## src/sv/sm83_alu_pkg.sv

```systemverilog
package sm83_alu_pkg;

  typedef enum logic [5:0] {
    OP_ADD    = 6'd0,
    OP_ADC    = 6'd1,
    OP_SUB    = 6'd2,
    OP_SBC    = 6'd3,
    OP_AND    = 6'd4,
    OP_XOR    = 6'd5,
    OP_OR     = 6'd6,
    OP_CP     = 6'd7,
    OP_INC8   = 6'd8,
    OP_DEC8   = 6'd9,
    OP_DAA    = 6'd10,
    OP_CPL    = 6'd11,
    OP_SCF    = 6'd12,
    OP_CCF    = 6'd13,
    OP_RLCA   = 6'd14,
    OP_RRCA   = 6'd15,
    OP_RLA    = 6'd16,
    OP_RRA    = 6'd17,
    OP_RLC    = 6'd18,
    OP_RRC    = 6'd19,
    OP_RL     = 6'd20,
    OP_RR     = 6'd21,
    OP_SLA    = 6'd22,
    OP_SRA    = 6'd23,
    OP_SRL    = 6'd24,
    OP_SWAP   = 6'd25,
    OP_BIT    = 6'd26,
    OP_RES    = 6'd27,
    OP_SET    = 6'd28,
    OP_ADDW   = 6'd29,
    OP_SPE8   = 6'd30,
    OP_INCW   = 6'd31,
    OP_DECW   = 6'd32
  } op_e;

  localparam logic [7:0] DaaLimit  = 8'h99;
  localparam logic [7:0] DaaAdjHi  = 8'h60;
  localparam logic [7:0] DaaAdjLo  = 8'h06;
  localparam logic [3:0] DaaNibMax = 4'h9;

  typedef struct packed {
    logic [5:0]  req_type;
    logic [15:0] operand_a;
    logic [15:0] operand_b;
    logic [2:0]  bit_index;
    logic        zero_in;
    logic        subtract_in;
    logic        half_carry_in;
    logic        carry_in;
  } req_t;

  typedef struct packed {
    logic [15:0] result_value;
    logic        writes_result;
    logic        zero_out;
    logic        subtract_out;
    logic        half_carry_out;
    logic        carry_out;
  } rsp_t;

endpackage

```

## src/sv/sm83_alu_if.sv

```systemverilog
interface sm83_alu_req_if import sm83_alu_pkg::*; ();
  logic valid;
  logic ready;
  req_t data;

  modport source (output valid, output data, input ready);
  modport sink (input valid, input data, output ready);
endinterface

interface sm83_alu_rsp_if import sm83_alu_pkg::*; ();
  logic valid;
  logic ready;
  rsp_t data;

  modport source (output valid, output data, input ready);
  modport sink (input valid, input data, output ready);
endinterface

```

## src/sv/sm83_alu_with_flags_top.sv

```systemverilog
// throughput: one word per cycle while the response is not stalled; input register, flag/result logic, output register
// a stalled response holds the output register while the input register can still fill
// reset: rst_ni asynchronous active low, both stages empty, request ready right after
module sm83_alu_with_flags_top import sm83_alu_pkg::*; (
  input  logic            clk_i,
  input  logic            rst_ni,
  sm83_alu_req_if.sink    req_i,
  sm83_alu_rsp_if.source  rsp_o
);

  logic        in_valid_q;
  req_t        in_q;
  logic        out_valid_q;
  rsp_t        out_q;
  rsp_t        out_d;
  logic        out_adv;
  logic        in_adv;

  logic [7:0]  a;
  logic [7:0]  b;
  logic        k;
  logic [8:0]  sum9;
  logic [4:0]  hsum5;
  logic [8:0]  diff9;
  logic [4:0]  hdiff5;
  logic [7:0]  r8;
  logic        daa_hi;
  logic        daa_lo;
  logic [16:0] sum17;
  logic [12:0] hsum13;
  logic [8:0]  spc9;

  assign out_adv     = !out_valid_q || rsp_o.ready;
  assign in_adv      = !in_valid_q || out_adv;
  assign req_i.ready = in_adv;
  assign rsp_o.valid = out_valid_q;
  assign rsp_o.data  = out_q;

  always_ff @(posedge clk_i or negedge rst_ni) begin
    if (!rst_ni) begin
      in_valid_q  <= 1'b0;
      out_valid_q <= 1'b0;
    end else begin
      if (in_adv) begin
        in_valid_q <= req_i.valid;
      end
      if (out_adv) begin
        out_valid_q <= in_valid_q;
      end
    end
  end

  always_ff @(posedge clk_i) begin
    if (in_adv && req_i.valid) begin
      in_q <= req_i.data;
    end
    if (out_adv && in_valid_q) begin
      out_q <= out_d;
    end
  end

  assign a      = in_q.operand_a[7:0];
  assign b      = in_q.operand_b[7:0];
  assign k      = (op_e'(in_q.req_type) == OP_ADC || op_e'(in_q.req_type) == OP_SBC)
                  ? in_q.carry_in : 1'b0;
  assign sum9   = {1'b0, a} + {1'b0, b} + {8'b0, k};
  assign hsum5  = {1'b0, a[3:0]} + {1'b0, b[3:0]} + {4'b0, k};
  assign diff9  = {1'b0, a} - {1'b0, b} - {8'b0, k};
  assign hdiff5 = {1'b0, a[3:0]} - {1'b0, b[3:0]} - {4'b0, k};
  assign daa_hi = in_q.carry_in || (a > DaaLimit);
  assign daa_lo = in_q.half_carry_in || (a[3:0] > DaaNibMax);
  assign sum17  = {1'b0, in_q.operand_a} + {1'b0, in_q.operand_b};
  assign hsum13 = {1'b0, in_q.operand_a[11:0]} + {1'b0, in_q.operand_b[11:0]};
  assign spc9   = {1'b0, in_q.operand_a[7:0]} + {1'b0, b};

  always_comb begin
    r8                   = 8'h00;
    out_d.result_value   = '0;
    out_d.writes_result  = 1'b1;
    out_d.zero_out       = in_q.zero_in;
    out_d.subtract_out   = in_q.subtract_in;
    out_d.half_carry_out = in_q.half_carry_in;
    out_d.carry_out      = in_q.carry_in;
    case (op_e'(in_q.req_type))
      OP_ADD, OP_ADC: begin
        r8                   = sum9[7:0];
        out_d.subtract_out   = 1'b0;
        out_d.half_carry_out = hsum5[4];
        out_d.carry_out      = sum9[8];
      end
      OP_SUB, OP_SBC, OP_CP: begin
        r8                   = diff9[7:0];
        out_d.subtract_out   = 1'b1;
        out_d.half_carry_out = hdiff5[4];
        out_d.carry_out      = diff9[8];
      end
      OP_AND: begin
        r8                   = a & b;
        out_d.subtract_out   = 1'b0;
        out_d.half_carry_out = 1'b1;
        out_d.carry_out      = 1'b0;
      end
      OP_XOR, OP_OR: begin
        r8                   = (op_e'(in_q.req_type) == OP_XOR) ? (a ^ b) : (a | b);
        out_d.subtract_out   = 1'b0;
        out_d.half_carry_out = 1'b0;
        out_d.carry_out      = 1'b0;
      end
      OP_INC8: begin
        r8                   = a + 8'd1;
        out_d.subtract_out   = 1'b0;
        out_d.half_carry_out = (r8[3:0] == 4'h0);
      end
      OP_DEC8: begin
        r8                   = a - 8'd1;
        out_d.subtract_out   = 1'b1;
        out_d.half_carry_out = (r8[3:0] == 4'hf);
      end
      OP_DAA: begin
        if (in_q.subtract_in) begin
          r8 = a - (in_q.carry_in ? DaaAdjHi : 8'h00)
                 - (in_q.half_carry_in ? DaaAdjLo : 8'h00);
        end else begin
          r8 = a + (daa_hi ? DaaAdjHi : 8'h00) + (daa_lo ? DaaAdjLo : 8'h00);
          out_d.carry_out = daa_hi;
        end
        out_d.half_carry_out = 1'b0;
      end
      OP_CPL: begin
        r8                   = ~a;
        out_d.subtract_out   = 1'b1;
        out_d.half_carry_out = 1'b1;
      end
      OP_SCF, OP_CCF: begin
        out_d.writes_result  = 1'b0;
        out_d.subtract_out   = 1'b0;
        out_d.half_carry_out = 1'b0;
        out_d.carry_out      = (op_e'(in_q.req_type) == OP_SCF) ? 1'b1 : !in_q.carry_in;
      end
      OP_RLCA, OP_RLC: begin
        r8              = {a[6:0], a[7]};
        out_d.carry_out = a[7];
      end
      OP_RRCA, OP_RRC: begin
        r8              = {a[0], a[7:1]};
        out_d.carry_out = a[0];
      end
      OP_RLA, OP_RL: begin
        r8              = {a[6:0], in_q.carry_in};
        out_d.carry_out = a[7];
      end
      OP_RRA, OP_RR: begin
        r8              = {in_q.carry_in, a[7:1]};
        out_d.carry_out = a[0];
      end
      OP_SLA: begin
        r8              = {a[6:0], 1'b0};
        out_d.carry_out = a[7];
      end
      OP_SRA: begin
        r8              = {a[7], a[7:1]};
        out_d.carry_out = a[0];
      end
      OP_SRL: begin
        r8              = {1'b0, a[7:1]};
        out_d.carry_out = a[0];
      end
      OP_SWAP: begin
        r8              = {a[3:0], a[7:4]};
        out_d.carry_out = 1'b0;
      end
      OP_BIT: begin
        out_d.writes_result  = 1'b0;
        out_d.subtract_out   = 1'b0;
        out_d.half_carry_out = 1'b1;
      end
      OP_RES: r8 = a & ~(8'd1 << in_q.bit_index);
      OP_SET: r8 = a | (8'd1 << in_q.bit_index);
      OP_ADDW: begin
        out_d.subtract_out   = 1'b0;
        out_d.half_carry_out = hsum13[12];
        out_d.carry_out      = sum17[16];
      end
      OP_SPE8: begin
        out_d.subtract_out   = 1'b0;
        out_d.half_carry_out = hsum5[4];
        out_d.carry_out      = spc9[8];
      end
      OP_INCW, OP_DECW: ;
      default: out_d.writes_result = 1'b0;
    endcase

    // result word and zero flag per operation group
    case (op_e'(in_q.req_type))
      OP_CP: begin
        out_d.writes_result = 1'b0;
        out_d.zero_out      = (r8 == 8'h00);
      end
      OP_ADD, OP_ADC, OP_SUB, OP_SBC, OP_AND, OP_XOR, OP_OR, OP_INC8, OP_DEC8,
      OP_DAA, OP_RLC, OP_RRC, OP_RL, OP_RR, OP_SLA, OP_SRA, OP_SRL, OP_SWAP: begin
        out_d.result_value = {8'h00, r8};
        out_d.zero_out     = (r8 == 8'h00);
      end
      OP_RLCA, OP_RRCA, OP_RLA, OP_RRA: begin
        out_d.result_value   = {8'h00, r8};
        out_d.zero_out       = 1'b0;
      end
      OP_CPL, OP_RES, OP_SET: out_d.result_value = {8'h00, r8};
      OP_BIT: out_d.zero_out = !a[in_q.bit_index];
      OP_ADDW: out_d.result_value = sum17[15:0];
      OP_SPE8: begin
        out_d.result_value = in_q.operand_a + {{8{b[7]}}, b};
        out_d.zero_out     = 1'b0;
      end
      OP_INCW: out_d.result_value = in_q.operand_a + 16'd1;
      OP_DECW: out_d.result_value = in_q.operand_a - 16'd1;
      default: ;
    endcase

    // rotates, shifts and swap clear subtract and half carry; SPE8 clears zero
    case (op_e'(in_q.req_type))
      OP_RLCA, OP_RRCA, OP_RLA, OP_RRA, OP_RLC, OP_RRC, OP_RL, OP_RR,
      OP_SLA, OP_SRA, OP_SRL, OP_SWAP: begin
        out_d.subtract_out   = 1'b0;
        out_d.half_carry_out = 1'b0;
      end
      OP_SPE8: out_d.zero_out = 1'b0;
      default: ;
    endcase
  end

  a_no_accept_when_full: assert property (@(posedge clk_i) disable iff (!rst_ni)
    (in_valid_q && out_valid_q && !rsp_o.ready) |-> !req_i.ready)
    else $error("request taken while both stages are full");

  a_stage_moves: assert property (@(posedge clk_i) disable iff (!rst_ni)
    (in_valid_q && out_adv) |=> out_valid_q)
    else $error("input stage word lost on the way to the output register");

  a_flag_only_zero: assert property (@(posedge clk_i) disable iff (!rst_ni)
    (out_valid_q && !out_q.writes_result) |-> (out_q.result_value == 16'h0000))
    else $error("flag-only word carries a nonzero result");

  a_out_held: assert property (@(posedge clk_i) disable iff (!rst_ni)
    (out_valid_q && !rsp_o.ready) |=> (out_valid_q && $stable(out_q)))
    else $error("stalled output register changed");

endmodule
```

## src/flat_wrapper.sv

```systemverilog
// flat-port wrapper written by rule: the top's interface ports become plain ports
module sm83_alu_with_flags_top_flat import sm83_alu_pkg::*;
  (clk_i, rst_ni, req_i_valid, req_i_data, req_i_ready, rsp_o_valid, rsp_o_data, rsp_o_ready);
  sm83_alu_req_if req_i_i ();
  sm83_alu_rsp_if rsp_o_i ();
  input  logic clk_i;
  input  logic rst_ni;
  input wire logic [$bits(req_i_i.valid)-1:0] req_i_valid;
  input wire logic [$bits(req_i_i.data)-1:0] req_i_data;
  output wire logic [$bits(req_i_i.ready)-1:0] req_i_ready;
  output wire logic [$bits(rsp_o_i.valid)-1:0] rsp_o_valid;
  output wire logic [$bits(rsp_o_i.data)-1:0] rsp_o_data;
  input wire logic [$bits(rsp_o_i.ready)-1:0] rsp_o_ready;
  assign req_i_i.valid = req_i_valid;
  assign req_i_i.data = req_i_data;
  assign req_i_ready = req_i_i.ready;
  assign rsp_o_valid = rsp_o_i.valid;
  assign rsp_o_data = rsp_o_i.data;
  assign rsp_o_i.ready = rsp_o_ready;
  sm83_alu_with_flags_top u_core (.clk_i(clk_i), .rst_ni(rst_ni), .req_i(req_i_i), .rsp_o(rsp_o_i));
endmodule
```

## config.mk

```make
export PLATFORM = sky130hd
export DESIGN_NAME = sm83_alu_with_flags_top_flat
export DESIGN_NICKNAME = d
export VERILOG_FILES = /design/src/sv/sm83_alu_pkg.sv /design/src/sv/sm83_alu_if.sv /design/src/sv/sm83_alu_with_flags_top.sv /design/src/flat_wrapper.sv
export SDC_FILE = /design/constraint.sdc
export NUM_CORES = 1
export LEC_CHECK = 0
export BUFFER_PORTS_ARGS = -buffer_cell sky130_fd_sc_hd__buf_2
export CAP_MARGIN = 20
export CORE_MARGIN = 2
export CORE_UTILIZATION = 51
export CTS_CLUSTER_DIAMETER = 40
export DETAILED_ROUTE_END_ITERATION = 8
export PLACE_DENSITY = 0.67
export SETUP_SLACK_MARGIN = 0.2
export SLEW_MARGIN = 20
export SYNTH_ARGS = -nofsm -noshare
export SYNTH_HDL_FRONTEND = slang
export SYNTH_SLANG_ARGS = --single-unit
```

## constraint.sdc

```tcl
create_clock -name clk_i -period 7.62 [get_ports clk_i]
set_input_delay 1.143 -clock clk_i [delete_from_list [all_inputs] [get_ports clk_i]]
set_output_delay 1.143 -clock clk_i [all_outputs]
set_load 0.01 [all_outputs]
```

## Word level (Yosys, flattened, before mapping)

Cells that the tools add are included.

| storage, ports and cells | value |
|---|---|
| register bits after elaboration | 68 |
| bits of input ports | 49 |
| output and inout port bits | 23 |

| operators by class | value |
|---|---|
| add/subtract/negate cells | 19 |
| magnitude comparators | 3 |
| eq/ne operators | 33 |
| shifts and indexed selects | 1 |
| mux-type cells | 18 |
| bitwise gates (word level) | 7 |
| reduce and logical (&&, ||, !) cells | 35 |

Operators with widths:

| operator | count |
|---|---|
| 8-bit one-hot mux with 18 select lines | 1 |
| 6-bit by 5-bit == test with 1-bit output, second input constant | 16 |
| 16-bit one-hot mux with 5 select lines | 1 |
| 6-bit by 4-bit == test with 1-bit output, second input constant | 8 |
| 30-bit OR reduction | 1 |
| 25-bit OR reduction | 1 |
| 6-bit by 3-bit == test with 1-bit output, second input constant | 4 |
| 19-bit OR reduction | 1 |
| 16-bit by 16-bit adder with 17-bit output | 1 |
| 16-bit by 1-bit adder with 16-bit output, second input constant | 1 |
| 16-bit adder | 1 |
| 8-bit adder | 2 |
| 8-bit AND | 2 |
| 8-bit 2-to-1 mux | 2 |
| 8-bit inverter | 2 |
| 8-bit OR | 2 |
| 16-bit by 1-bit subtractor with 16-bit output, second input constant | 1 |
| 8-bit subtractor | 2 |
| 5-bit OR reduction | 3 |
| 7-bit 2-to-1 mux | 2 |
| 2-bit OR reduction | 7 |
| 12-bit by 12-bit adder with 13-bit output | 1 |
| 6-bit by 2-bit == test with 1-bit output, second input constant | 2 |
| 12-bit OR reduction | 1 |
| 35 further kinds | 51 |

## Logic depth before layout (Yosys ltp)

Gate-level depths: netlist of the first run.

| logic depth | value |
|---|---|
| depth in word-level cells | 9 |
| depth in mapped cells | 17 |

## Least setup slack after synthesis of the first run

No wires, ideal clock.

| timing path | value |
|---|---|
| path type | register to register |
| from | register u_core.in_q[42] in the netlist's numbering |
| to | register u_core.out_q, in the netlist u_core.rsp_o.data[0], data pin |
| setup time | 0.256 ns |
| arrival time | 4.169 ns |
| required time | 7.364 ns |
| setup slack | 3.195 ns |
| stages on the path, launching flop included | 18 |
| clock period less this slack | 4.425 ns |
| path through | edfxtp_1 buf_2 or2_2 nor3_1 nand3_1 fa_1 inv_1 ha_1 or2_2 fa_1 o21a_1 o221a_2 a21o_1 a21oi_1 xor2_1 a2111oi_0 o211ai_1 o22a_1 |

RTL lines:

| element | RTL line | RTL |
|---|---|---|
| start: declaration | sm83_alu_with_flags_top.sv:12 | `req_t in_q;` |
| start signal: assignment | sm83_alu_with_flags_top.sv:55 | `in_q <= req_i.data;` |
| end signal: assignment | sm83_alu_with_flags_top.sv:58 | `out_q <= out_d;` |
| end: declaration | sm83_alu_with_flags_top.sv:14 | `rsp_t out_q;` |

==> results of run 1 <==
-- state kept, by name, summed over array words and instances (netlist names) --
name,flops
u_core.rsp_o.valid,1
u_core.b,8
u_core.rsp_o.data,21
u_core.a,8
u_core.in_valid_q,1
u_core.in_q,29
-- how the worst max path moves through the flow --
stage	startpoint	endpoint	slack [ns]	cells past startpoint
detailed placement	u_core.in_q[42]	u_core.rsp_o.data[0]	2.41	16
global placement	u_core.in_q[42]	u_core.rsp_o.data[0]	2.56	16
floorplan	u_core.in_q[42]	u_core.rsp_o.data[0]	3.20	17
CTS	u_core.in_q[42]	u_core.rsp_o.data[0]	2.43	16
finish	u_core.in_q[42]	u_core.rsp_o.data[0]	2.33	16
global route	u_core.in_q[42]	u_core.rsp_o.data[0]	1.94	16
-- area by class of cell --
type / count / share of cell area (%)
multi-input combinational: 638 / 59.65
sequential: 68 / 26.12
timing repair buffer: 80 / 5.436
clock buffer: 9 / 2.895
tap: 176 / 2.830
inverter: 40 / 1.930
clock inverter: 7 / 1.142
-- cell families (layout without fill, tap and decap cells) --
group	after synthesis	in the layout
compound gates	242	242
xor+xnor	55	55
fa+ha+maj	80	80
buf+inv	80	136
flops	68	68
mux	3	3
simple gates	258	258
-- cells in the final DEF, fill, tap and decap left out, types with 7 or more instances in the layout --
cell type,count
nor2b_1,11
a21oi_1,46
a221oi_1,7
nor2_1,57
o211ai_1,9
edfxtp_1,66
or3_1,9
o21a_1,14
nor4_1,8
clkbuf_16,9
nand2_1,57
a221o_1,8
a2111oi_0,7
inv_1,39
o22ai_1,17
nor3_1,29
a22oi_1,7
nand2b_1,18
nand4_1,10
a211oi_1,14
xnor2_1,31
a21o_1,15
buf_2,71
ha_1,74
buf_4,9
a31oi_1,10
o21ai_0,29
o221ai_1,9
nand3_1,17
xor2_1,24
-- stage by stage --
| step | std cells | area, um^2 |
|---|---|---|
| 5_1_grt | 1018 | 7780 |
| 4_1_cts | 1018 | 7777 |
| 3_3_place_gp | 1002 | 7463 |
| 2_1_floorplan | 786 | 6983 |
| 3_5_place_dp | 1002 | 7463 |
| 6_report | 1018 | 7780 |
-- per-layer routing --
metal  GRT usage [%]  share of wire (%)
met5               0                  0
met4           14.75                3.8
met1           44.35                 43
met2           49.93                 45
met3           4.981                8.6
-- power by group --
part,switching (W),total (W),internal [W]
Combinational,0.000254,0.000431,0.000177
Sequential,0.0000403,0.000486,0.000445
Clock,0.000169,0.000454,0.000285
==> results.yml, run 1 <==
run_status:
  status: "completed"
placed_design:
  io_buffers: 71
  gp_congestion: 0.9822
  place_ws_ns: 2.411
  dp_hpwl_um: 17330
clocking:
  insertion_delay_ns: 0.35
  numCtsBuffers: 9
  clock_path_buffers: 2
  holdBufCountCts: 0
  cts_setup_buffers: 0
  path_clk_slew_ns: 0.06
  cts_sinks: 68
  cts-root-buf: "clkbuf_16"
  cts_resized: 0
  h-tree-depth: 3
  cts_tree: "built"
die:
  die_y_um: 121.0
  fp.dieW_um: 121.0
  io_pins: 72
  core_um2: 13300
  rows: 42
  initial_core_util_pct: 52.52
  dieArea_um2: 14640
sta:
  max_freq_ghz: 0.1890
  slew_violations: 0
  tns_ns: 0
  setup_viol: 0
  fin_worst_skew_ns: 0.008067
  hold_viol: 0
  setup_slack_ns: 2.328
  fin_crit_ns: 5.292
  maxSlewHeadroom_pct: 31.11
  post-route-period-util_pct: 69.44
  grt_setup_unrepaired: "false"
  tightestPinTransition_ns: 1.027
  hold_ws_ns: 0.5078
route:
  wire_per_inst_um: 22.50
  vias: 6806
  drcViolationCount: 0
  wirelength_um: 22910
  dr.pass1.iters: 6
  drtAntennaViolNets: 0
  drt_iter0_drc: 654
  vias_per_cell: 6.686
synth:
  synth_top_cells_by_count: "ha_1, edfxtp_1, nand2_1, nor2_1, a21oi_1"
  synth_area_leaders: "edfxtp_1, ha_1, xnor2_1"
  yosysTopAreaCellShare_pct: 28.38
  synth_edf_count: 66
  synth_fa_ha_area_share_pct: 14.98
  synthSimpleGateAreaFrac_pct: 19.01
  synth_mux_area_share_pct: 0.7884
  syn-cell-area_um2: 6983
  synth.most_common_cell: "ha_1"
  syn_avg_cell_area_um2: 8.884
  async_flop_share_pct: 2.941
  synth_ff_type: "edfxtp_1"
  synth_cell_types: 75
  synth_top_family_by_area: "compound AO/OA/AOI/OAI gates"
  yosys_register_bits: 68
  syn-num-nets: 915
  synth_xor_xnor_area_share_pct: 6.898
  ys.warnings.count: 0
  synth_top_cell_by_area: "edfxtp_1"
  synth_compound_area_share_pct: 24.73
  yosysSeqAreaShare_pct: 29.10
  synthCells: 786
min_path:
  hp-class: "register to register"
  hold_end: "u_core.rsp_o.valid"
  holdCritStartpoint: "u_core.in_valid_q"
  hold_depth: 1
worst_setup_path:
  rrSetupSlack_ns: 2.33
  worstPathMaxFanout: 33
  end_kind: "register"
  crit_required_ns: 7.73
  critPathMaxStageDelay_ns: 0.75
  r2r_cells: 16
  crit_chain: "or2_2, nor3_1, nand3_1, fa_1, inv_1, ha_1, or2_2, fa_1, o21a_1, o221a_2, a21o_1, a21oi_1, xor2_1, a2111oi_0, o211ai_1, o22a_1"
  crit_type: "register to register"
  critical-path-top-delay-family: "compound AO/OA/AOI/OAI gates"
  rr_endpoint: "u_core.rsp_o.data[0]"
  crit_path_top_delay_cell: "edfxtp_1"
  timing.rr.start: "u_core.in_q[42]"
  critPathBufInv: 1
  crit_arrival_ns: 5.40
  critPathLaunchType: "register"
final_layout:
  multi_input_area_um2: 4641
  drive_gt1_share_pct: 13.30
  seq_area_um2: 2032
  fillers: 1213
  nets: 966
  diodes: 0
  areaGrowthSynthToFinish_pct: 11.41
  utilization_pct: 58.52
grt:
  overflow: 0
  grt_antenna_before_repair: 0
  grt.total_usage_pct: 32.25
  grt_max_degree: 46
  grt_pass1_wl_um: 35990
  grt_pass1_vias: 6541
power_and_ir_drop:
  cellLeakagePower_nw: 3.103
  powerDensity_nw_per_um2: 176.1
  vdd_drop_max_uv: 150.4
  total_power_w: 0.001370
run:
  maxCapViolations: 0
Power figures use the tool's default switching activity.
==> inputs of run 2 (changes only) <==
- PLACE_DENSITY: 0.67 -> 0.69
- clock period: 7.62 -> 4.81 ns (I/O delays scaled with it)
==> results.yml, run 2 (synthesis gave the netlist of run 1 again) <==
final_layout:
  nets: 985
  largest_reg_flops: 29
  diodes: 0
  areaGrowthSynthToFinish_pct: 13.94
  final_area_um2: 7956
  multi_input_area_um2: 4674
  seq_area_um2: 2032
  layout_common_cells: "ha_1, buf_2, edfxtp_1, nand2_1, nor2_1"
  top_register: "u_core.in_q"
  fillers: 1178
  layout_commonest_cell: "ha_1"
  drive_gt1_share_pct: 15.91
clocking:
  cts-root-buf: "clkbuf_16"
  cts_tree: "built"
  cts_sinks: 68
  clock_path_buffers: 2
  numCtsBuffers: 9
  h-tree-depth: 3
  holdBufCountCts: 0
  insertion_delay_ns: 0.36
  path_clk_slew_ns: 0.07
die:
  die_y_um: 121.0
  rows: 42
  io_pins: 72
  initial_core_util_pct: 52.52
  core_um2: 13300
  fp.dieW_um: 121.0
  dieArea_um2: 14640
run:
  maxCapViolations: 0
sta:
  setup_viol: 0
  slew_violations: 0
  fin_crit_ns: 4.367
  post-route-period-util_pct: 90.78
  tightestPinTransition_ns: 1.045
  max_freq_ghz: 0.2290
  setup_slack_ns: 0.4435
  hold_viol: 0
  grt_setup_unrepaired: "false"
  tns_ns: 0
  fin_worst_skew_ns: 0.01482
  maxSlewHeadroom_pct: 29.94
grt:
  grt_antenna_before_repair: 0
  grt.total_usage_pct: 33.03
  grt_pass1_vias: 6705
  grt_max_degree: 46
  overflow: 0
  grt_pass1_wl_um: 36670
worst_setup_path:
  crit_chain: "or2_4, nor3_4, nand3_2, fa_2, inv_1, ha_1, or2_2, fa_2, o21a_1, o221a_2, a21o_1, a21oi_2, xor2_1, a2111oi_2, o211ai_1, o22a_1"
  endpoint: "u_core.rsp_o.data[0]"
  rr_endpoint: "u_core.rsp_o.data[0]"
  crit_type: "register to register"
  rrSetupSlack_ns: 0.44
  cp-startpoint: "u_core.in_q[42]"
  r2r_cells: 16
  crit_top_cell: "fa_2"
  timing.rr.start: "u_core.in_q[42]"
  crit_required_ns: 4.93
  critPathMaxStageDelay_ns: 0.60
  crit_arrival_ns: 4.48
  end_kind: "register"
  worstPathMaxFanout: 3
  critPathLaunchType: "register"
  crit_path_top_delay_cell: "fa_2"
placed_design:
  io_buffers: 71
  gp_congestion: 1.028
  dp_hpwl_um: 17850
  placed_cell_area_um2: 7591
  place_ws_ns: 0.1023
route:
  drt_iter0_drc: 674
  drtAntennaViolNets: 0
  drcViolationCount: 0
  dr.pass1.iters: 6
  vias: 6867
  wire_per_inst_um: 23.02
  wirelength_um: 23870
  vias_per_cell: 6.622
power_and_ir_drop:
  p_int_w: 0.001451
  seq_power_share_pct: 33.6
  power.switching_w: 0.0007531
  powerDensity_nw_per_um2: 277.0
  p_comb_share_pct: 33.4
  pwr-share-clk_pct: 33.1
  vdd_drop_max_uv: 178.0
  sw_frac_of_total_pct: 34.17
  cellLeakagePower_nw: 3.200
run_status:
  status: "completed"
min_path:
  hp-class: "primary input to asynchronous set/reset pin"
-- run 2: cell count changes in the layout (fill, tap and decap cells not counted), sizes merged --
cell  before  now
buf       80   99
-- run 2: worst min path at each step --
stage                     cells after the start            endpoint         startpoint  slack (ns)
after detailed placement                      1  u_core.rsp_o.valid  u_core.in_valid_q        0.48
after global routing                          1  u_core.rsp_o.valid             rst_ni        0.16
final                                         1   u_core.in_valid_q             rst_ni        0.15
after CTS                                     1   u_core.in_valid_q             rst_ni        0.15
after global placement                        1  u_core.rsp_o.valid  u_core.in_valid_q        0.46
after floorplan                               0   u_core.in_valid_q             rst_ni        0.43
-- run 2: through the flow --
stage / std cells / total power (W) / hold slack, ns / utilization, %
3_5_place_dp: 1019 / 0.001457 / 0.4771 / 57.10
5_1_grt: 1037 / 0.002297 / 0.1555 / 59.84
2_1_floorplan: 786 / 0.001248 / 0.4259 / -
3_3_place_gp: 1019 / 0.001442 / 0.4640 / 57.10
6_report: 1037 / 0.002204 / 0.1524 / 59.84
4_1_cts: 1035 / 0.002187 / 0.1491 / 59.52
-- run 2: power by group through the flow --
stage | Sequential, W | Clock, W | Combinational, W
4_1_cts | 0.000739 | 0.000735 | 0.000713
2_1_floorplan | 0.000750 | 0 | 0.000499
6_report | 0.000739 | 0.000729 | 0.000736
3_3_place_gp | 0.000750 | 0 | 0.000692
3_5_place_dp | 0.000751 | 0 | 0.000706
5_1_grt | 0.000744 | 0.000754 | 0.000799
-- run 2: metal layers --
metal	global-route usage (%)	wire [um]	vias up
met4	17.22	1215	0
met2	50.60	10480	391
met5	0	0	-
li1	-	-	3143
met1	43.38	10020	3234
met3	7.566	2162	99
-- run 2: critical path, delay by kind of cell, from the launching register on --
family	cells	cell delay (ns)
flops	1	0.38
compound gates	7	1.50
simple gates	4	0.92
buf+inv	1	0.05
fa+ha+maj	3	1.17
xor+xnor	1	0.11
-- run 2: what timing repair did --
item,CTS,global route
pin swaps,1,7
buffers inserted,0,2
gates resized for setup,2,7
setup endpoints to repair,1,1
-- run 2: area by class of cell --
cell class | count | area share, %
multi-input cells | 638 | 58.75
well taps | 176 | 2.768
repair buffers | 99 | 7.108
inverters | 40 | 1.887
clock buffers | 9 | 2.831
clock inverters | 7 | 1.117
flip-flops and latches | 68 | 25.54
==> inputs of run 3 (changes only) <==
- GPL_TIMING_DRIVEN: default -> 0
==> results.yml, run 3 (synthesis gave the netlist of run 1 again) <==
die:
  dieArea_um2: 14640
  die_y_um: 121.0
  rows: 42
  core_um2: 13300
  fp.dieW_um: 121.0
  initial_core_util_pct: 52.52
  io_pins: 72
sta:
  maxSlewHeadroom_pct: 33.34
  hold_viol: 0
  post-route-period-util_pct: 94.84
  tns_ns: 0
  max_freq_ghz: 0.2192
  grt_setup_unrepaired: "true"
  fin_worst_skew_ns: 0.01401
  tightestPinTransition_ns: 0.9939
  hold_ws_ns: 0.1485
  fin_crit_ns: 4.562
  setup_viol: 0
  slew_violations: 0
worst_setup_path:
  crit_top_cell: "or2_4"
  rrSetupSlack_ns: 0.25
  critPathMaxStageDelay_ns: 0.56
  rr_endpoint: "u_core.rsp_o.data[0]"
  crit_required_ns: 4.90
  crit_chain: "buf_6, or2_4, nor3_4, nand3_2, fa_1, inv_1, ha_1, or2_4, fa_2, o21a_1, o221a_4, a21o_1, a21oi_4, xor2_1, a2111oi_2, o211ai_1, o22a_1"
  critPathLaunchType: "register"
  end_kind: "register"
  r2r_cells: 17
  crit_path_top_delay_cell: "fa_1"
  worstPathMaxFanout: 5
  crit_arrival_ns: 4.65
  timing.rr.start: "u_core.in_q[41]"
  crit_type: "register to register"
route:
  wl_met2_um: 11150
  wl_met1_um: 10260
  maxUsedRoutingLayer: "met4"
  wl_met3_um: 2076
  dr.pass1.iters: 6
  vias: 6997
  wirelength_um: 24400
  wire_per_inst_um: 22.89
  drcViolationCount: 0
  vias_per_cell: 6.564
  drt_iter0_drc: 915
  drtAntennaViolNets: 0
run_status:
  status: "completed"
final_layout:
  top_register: "u_core.in_q"
  fillers: 1160
  diodes: 0
  areaGrowthSynthToFinish_pct: 16.39
  layout_common_cells: "buf_2, ha_1, edfxtp_1, nand2_1, nor2_1"
  layout_commonest_cell: "buf_2"
  largest_reg_flops: 29
  drive_gt1_share_pct: 16.74
  nets: 1014
grt:
  grt_pass1_vias: 6629
  grt_pass1_wl_um: 36740
  grt_antenna_before_repair: 0
  grt_max_degree: 26
  grt.total_usage_pct: 33.28
  overflow: 0
placed_design:
  dp_hpwl_um: 18820
  gp_congestion: 0.9906
  io_buffers: 71
clocking:
  path_clk_slew_ns: 0.06
  cts_sinks: 68
  clock_path_buffers: 2
  holdBufCountCts: 0
  cts_tree: "built"
  insertion_delay_ns: 0.36
  h-tree-depth: 3
  numCtsBuffers: 9
  cts-root-buf: "clkbuf_16"
power_and_ir_drop:
  vdd_drop_max_uv: 225.6
  total_power_w: 0.002192
  powerDensity_nw_per_um2: 269.7
  cellLeakagePower_nw: 3.248
min_path:
  hp-class: "primary input to asynchronous set/reset pin"
run:
  maxCapViolations: 0
==> run 3: layout make-up <==
type	instances	area, um^2	share of cell area (%)
sequential	68	2032	25.00
clock inverter	7	75.07	0.9236
timing repair buffer	88	510.5	6.281
buffer	40	187.7	2.309
clock buffer	9	225.2	2.771
inverter	40	150.1	1.847
tap	176	220.2	2.709
multi-input combinational	638	4727	58.16
==> run 3: timing repair <==
item,4_1_cts,5_1_grt
endpoints found under the setup margin,3,6
setup buffers,3,12
resized for setup,15,12
pin swaps,4,12
==> run 3: critical path, delay by kind of cell (launching register included) <==
kind,cells,cell delay [ns]
compound gates,7,1.60
fa+ha+maj,3,1.13
simple gates,4,0.85
flops,1,0.40
buf+inv,2,0.20
xor+xnor,1,0.11
==> run 3: stage by stage <==
step	util, %	cell area [um^2]	instances	setup WS, ns
2_1_floorplan	-	6983	786	0.3851
3_3_place_gp	56.85	7559	1033	-0.3743
3_5_place_dp	57.21	7606	1034	-0.3899
4_1_cts	59.97	7973	1053	0.2279
5_1_grt	61.13	8128	1066	0.09695
6_report	61.13	8128	1066	0.2484
==> run 3: layer usage <==
layer  track usage (%)  vias up
li1                  -     3205
met1             43.90     3323
met2             53.58      398
met3             6.767       71
met4             12.94        0
met5                 0        -
==> run 3: how the worst max path moves through the flow <==
stage                    start              endpoint  cells after the start
6_report       u_core.in_q[41]  u_core.rsp_o.data[0]                     17
5_1_grt        u_core.in_q[42]  u_core.rsp_o.data[0]                     17
4_1_cts        u_core.in_q[42]  u_core.rsp_o.data[0]                     17
3_5_place_dp       u_core.a[0]  u_core.rsp_o.data[0]                     15
3_3_place_gp       u_core.a[0]  u_core.rsp_o.data[0]                     15
2_1_floorplan  u_core.in_q[42]  u_core.rsp_o.data[0]                     17
==> run 3: report_power, final <==
group          internal [W]  total (W)  switching, W
logic              0.000306   0.000754      0.000448
clock network      0.000404   0.000697      0.000292
registers          0.000705   0.000742     0.0000370
